**src/rtl/core/mrc_pkg.sv**
```systemverilog
// ----------------------------------------------------------------------------
// mrc_pkg
// Constants, codes and controller/datapath interface types of the
// multiset rank counter.
// ----------------------------------------------------------------------------
package mrc_pkg;

	localparam int VALUE_BITS = 18;
	localparam int NODE_W     = VALUE_BITS + 1;
	localparam int STEP_W     = $clog2(VALUE_BITS + 1);
	localparam int ITEM_W     = 18;
	localparam int IN_DATA_W  = 24;
	localparam int COUNT_W    = 32;

	localparam logic [1:0] ACT_INSERT   = 2'd0;
	localparam logic [1:0] ACT_ERASE    = 2'd1;
	localparam logic [1:0] ACT_AT_MOST  = 2'd2;
	localparam logic [1:0] ACT_AT_LEAST = 2'd3;

	localparam logic [1:0] ST_DONE   = 2'd0;
	localparam logic [1:0] ST_ABSENT = 2'd1;
	localparam logic [1:0] ST_FULL   = 2'd2;

	typedef struct packed {
		logic       clr;
		logic       load;
		logic       probe;
		logic       step;
		logic       leaf;
		logic       fin;
		logic [1:0] act;
		logic [1:0] res;
	} cmd_t;

	typedef struct packed {
		logic clr_last;
		logic full;
		logic empty;
	} sts_t;

endpackage

```
**src/rtl/core/mrc_ctrl.sv**
```systemverilog
// ----------------------------------------------------------------------------
// mrc_ctrl
// Sequencer of the multiset rank counter: clearing sweep, guard probe,
// tree walk and result hand-off.
// ----------------------------------------------------------------------------
module mrc_ctrl (
	input  logic          clk,
	input  logic          arst_n,
	input  logic          in_valid,
	output logic          in_ready,
	input  logic [1:0]    in_act,
	output logic          out_valid,
	input  logic          out_ready,
	output mrc_pkg::cmd_t cmd,
	input  mrc_pkg::sts_t sts
);

	localparam logic [2:0] S_CLR   = 3'd0;
	localparam logic [2:0] S_IDLE  = 3'd1;
	localparam logic [2:0] S_PROBE = 3'd2;
	localparam logic [2:0] S_CHECK = 3'd3;
	localparam logic [2:0] S_WALK  = 3'd4;
	localparam logic [2:0] S_DRAIN = 3'd5;
	localparam logic [2:0] S_FIN   = 3'd6;

	logic [2:0]                 state_q;
	logic [2:0]                 state_d;
	logic [1:0]                 act_q;
	logic [1:0]                 res_q;
	logic [1:0]                 res_d;
	logic [mrc_pkg::STEP_W-1:0] cnt_q;
	logic                       ov_q;
	logic                       leaf;
	logic                       query_in;

	assign leaf     = (cnt_q == mrc_pkg::STEP_W'(mrc_pkg::VALUE_BITS));
	assign query_in = (in_act == mrc_pkg::ACT_AT_MOST) || (in_act == mrc_pkg::ACT_AT_LEAST);
	assign in_ready = (state_q == S_IDLE);

	always_comb begin
		state_d   = state_q;
		res_d     = res_q;
		cmd       = '0;
		cmd.act   = act_q;
		cmd.res   = res_q;
		cmd.leaf  = leaf;
		unique case (state_q)
			S_CLR: begin
				cmd.clr = 1'b1;
				if (sts.clr_last) begin
					state_d = S_IDLE;
				end
			end
			S_IDLE: begin
				if (in_valid) begin
					cmd.load = 1'b1;
					res_d    = mrc_pkg::ST_DONE;
					state_d  = query_in ? S_WALK : S_PROBE;
				end
			end
			S_PROBE: begin
				cmd.probe = 1'b1;
				state_d   = S_CHECK;
			end
			S_CHECK: begin
				if ((act_q == mrc_pkg::ACT_INSERT) && sts.full) begin
					res_d   = mrc_pkg::ST_FULL;
					state_d = S_FIN;
				end else if ((act_q == mrc_pkg::ACT_ERASE) && sts.empty) begin
					res_d   = mrc_pkg::ST_ABSENT;
					state_d = S_FIN;
				end else begin
					state_d = S_WALK;
				end
			end
			S_WALK: begin
				cmd.step = 1'b1;
				if (leaf) begin
					state_d = S_DRAIN;
				end
			end
			S_DRAIN: begin
				state_d = S_FIN;
			end
			S_FIN: begin
				if (!ov_q || out_ready) begin
					cmd.fin = 1'b1;
					state_d = S_IDLE;
				end
			end
			default: begin
				state_d = S_IDLE;
			end
		endcase
	end

	always_ff @(posedge clk or negedge arst_n) begin
		if (!arst_n) begin
			state_q <= S_CLR;
			act_q   <= mrc_pkg::ACT_INSERT;
			res_q   <= mrc_pkg::ST_DONE;
			cnt_q   <= '0;
			ov_q    <= 1'b0;
		end else begin
			state_q <= state_d;
			res_q   <= res_d;
			if (cmd.load) begin
				act_q <= in_act;
				cnt_q <= '0;
			end else if (cmd.step) begin
				cnt_q <= cnt_q + mrc_pkg::STEP_W'(1);
			end
			if (cmd.fin) begin
				ov_q <= 1'b1;
			end else if (out_ready) begin
				ov_q <= 1'b0;
			end
		end
	end

	assign out_valid = ov_q;

endmodule

```
**config.mk**
```make
export PLATFORM = sky130hd
export DESIGN_NAME = mrc_ctrl
export DESIGN_NICKNAME = d
export VERILOG_FILES = /design/src/rtl/core/mrc_pkg.sv /design/src/rtl/core/mrc_ctrl.sv
export SDC_FILE = /design/constraint.sdc
export NUM_CORES = 1
export LEC_CHECK = 0
export BUFFER_PORTS_ARGS = -buffer_cell sky130_fd_sc_hd__buf_2
export CAP_MARGIN = 20
export CORE_UTILIZATION = 50
export CTS_CLUSTER_DIAMETER = 120
export DETAILED_ROUTE_END_ITERATION = 10
export PLACE_DENSITY = 0.76
export SYNTH_ARGS = -nofsm -noshare
export SYNTH_HDL_FRONTEND = slang
export SYNTH_SLANG_ARGS = --single-unit
```
**constraint.sdc**
```tcl
create_clock -name clk -period 1.55 [get_ports clk]
set_input_delay 0.3875 -clock clk [delete_from_list [all_inputs] [get_ports clk]]
set_output_delay 0.3875 -clock clk [all_outputs]
set_load 0.02 [all_outputs]
```
==> metrics.yaml <==
final_layout:
  nNetsFinal: 133
  fin_util_pct: 80.25
  design_area_mm2: 0.001195
  final-instance-count-excl-fill: 137
  area.growth.synth_to_final_pct: 50.63
  n_antenna_cell: 0
  drive_gt1_share_pct: 49.59
logic_synthesis:
  synth-seq-area-share_pct: 41.01
  synth_ff_type: "dfrtp_1"
  synthArstFlopShare_pct: 100.0
  synth_top_cell_area_share_pct: 41.01
  synth_cell_types: 35
  syn_area_um2: 793.3
  synth_cells: 77
  yosysWarningCount: 0
  syn_area_per_cell_um2: 10.30
  yosys.area.top_type: "dfrtp_1"
  synthTopCellsByCount: "dfrtp_1, nand2_1, nor2_1"
  synth_edf_count: 0
  syn_nets: 88
  ys_seq_elements: 13
  synth.most_common_cell: "dfrtp_1"
  yosys-top-cells-area: "dfrtp_1, and4bb_1, nand2_1, nand4bb_4, ha_1"
grt:
  met2_usage_pct: 43.13
  grt_pass1_wl_um: 3394
  grt_max_degree: 14
  grt_antenna_before_repair: 0
  grt_usage_pct: 26.10
  top_usage_layer: "met2"
  first_global_vias: 752
  met3_usage_pct: 6.087
  gr-usage-met1_pct: 30.59
  overflow: 0
sta:
  min_period_over_period_pct: 110.1
  postLayoutSetupSlackWorst_ns: -0.1566
  worstMarginPinSlew_ns: 0.3179
  finalSetupViolCount: 10
  finalMaxSlewViolations: 0
  min_period_ns: 1.707
  clock_skew_ns: 0.006366
  clock.fmax_mhz: 586.0
  relSlewSlack_pct: 78.81
  final-hold-violation-count: 0
  rsz0062_at_grt: "true"
detailed_routing:
  vias: 788
  vias_per_cell: 5.752
  drtIter0Drc: 15
  drc_errors: 0
  drtPass1Iterations: 4
  totalWireLength_um: 2333
  wire_per_inst_um: 17.03
  antenna_left: 0
hold_path:
  min_path_cells: 3
  hp-class: "input pin to register"
  min_to: "act_q[0]$_DFFE_PN0P_"
  hold_path_startpoint: "in_act[0]"
power_and_ir_drop:
  seq_power_share_pct: 26.7
  intPower_w: 0.001386
  pwr-share-comb_pct: 64.4
  leakagePower_nw: 0.5938
  p_per_area_mw_per_mm2: 1984
  clock_power_share_pct: 9.0
  switchingPower_w: 0.0009838
  ir_drop_mv: 1.037
  p_sw_share_pct: 41.51
critical_path:
  worstRegToRegCells: 6
  r2r_start: "state_q[0]$_DFFE_PN0P_"
  required_ns: 1.16
  reg2reg_to: "state_q[1]$_DFFE_PN0P_"
  rrSetupSlack_ns: -0.08
  crit_path_end_kind: "output port"
  path_class: "register to output port"
  critPathArrivalTime_ns: 1.32
  crit_path_start_kind: "register"
  critical_path.max_fanout: 6
run_status:
  status: "finished, violations left"
  failed_checks: "negative setup slack"
cts:
  clk_latency_ns: 0.28
  cts_tree: "yes"
  htreeDepth: 1
  cts_sinks: 13
  clockBufferDepth: 2
  clk_pin_slew_worst_paths_ns: 0.08
  numCtsBuffers: 3
  root_buffer: "clkbuf_4"
floorplanning:
  ios: 21
  die_w_um: 41.83
  dieArea_mm2: 0.001750
  die_h_um: 41.83
  std_cell_rows: 14
  start_util_pct: 53.28
  core_mm2: 0.001489
place:
  dp_hpwl_um: 1244
  io_buffers: 20
  placed_cells: 114
  gp_congestion: 0.8177
  placed_area_um2: 927.1
flow_run:
  maxCapViolations: 0
==> metrics by stage <==
step / total power [W] / TNS [ns] / hold WS [ns] / setup WS [ns]
after detailed placement: 0.001572 / 0 / 0.2930 / 0.04007
final: 0.002370 / -0.7609 / 0.3021 / -0.1566
after floorplan: 0.001301 / 0 / 0.09191 / 0.06903
after CTS: 0.002064 / -0.3643 / 0.3117 / -0.08502
after global placement: 0.001539 / 0 / 0.2880 / 0.09334
after global routing: 0.002499 / -1.219 / 0.3163 / -0.1995
==> critical path, cell delays in order (launching register included) <==
cell	delay, ns
dfrtp_2	0.46
buf_4	0.15
nor3b_2	0.24
buf_4	0.19
==> state kept, by name, indices dropped and copies added (netlist names) <==
register	flops
act_q	2
out_valid	1
state_q	3
res_q	2
cnt_q	5
==> routing by layer <==
layer,up-vias,share of wire (%)
li1,362,-
met1,386,38
met2,28,53
met3,12,4.2
met4,0,4.2
met5,-,0
==> layout make-up <==
class,count,area [um2]
flip-flops and latches,13,329.1
multi-input cells,57,481.7
well taps,16,20.02
clock buffers,4,26.28
fillers,93,294.0
inverters,3,13.76
repair buffers,44,324.1
==> logic make-up (layout without fill, tap and decap cells) <==
logic type	count (synthesis)	in the layout	synth area share, %
AOI/OAI and AO/OA	14	14	12.93
and+or+nand+nor	36	36	31.70
DFF	13	13	41.01
xor gates and xnor gates	2	2	2.209
adders and majority gates	2	2	3.154
muxes	3	3	3.943
buffers and inverters	7	51	5.048
==> cells in the final DEF, fill, tap and decap left out, types with 5 or more instances in the layout <==
cell	synthesis	final
buf_2	2	14
nor2_1	6	5
buf_6	1	8
buf_4	1	20
nand2_1	9	9
dfrtp_1	13	10
==> worst max-delay path by stage <==
stage,from,to,cells after the start
final,state_q[0]$_DFFE_PN0P_,cmd[7],3
after global routing,state_q[0]$_DFFE_PN0P_,cmd[7],3
after CTS,state_q[1]$_DFFE_PN0P_,cmd[9],3
after detailed placement,state_q[0]$_DFFE_PN0P_,cmd[4],3
after global placement,state_q[0]$_DFFE_PN0P_,cmd[4],3
after floorplan,state_q[0]$_DFFE_PN0P_,cmd[4],3
==> repair_timing <==
item	in CTS	in global routing
hold endpoints to repair	13	0
endpoints found under the setup margin	7	10
cloned	0	0
buffers inserted	11	8
pin swaps	4	4
hold buffers	1	0
resized for setup	18	12
==> power groups by stage <==
| stage | combinational [W] | clock, W | sequential, W |
|---|---|---|---|
| floorplan | 0.000661 | 0 | 0.000640 |
| global placement | 0.000871 | 0 | 0.000668 |
| detailed placement | 0.000888 | 0 | 0.000685 |
| CTS | 0.00122 | 0.000211 | 0.000632 |
| global route | 0.00162 | 0.000237 | 0.000643 |
| finish | 0.00153 | 0.000212 | 0.000633 |
Note: power is estimated with default switching activity, not from simulation.
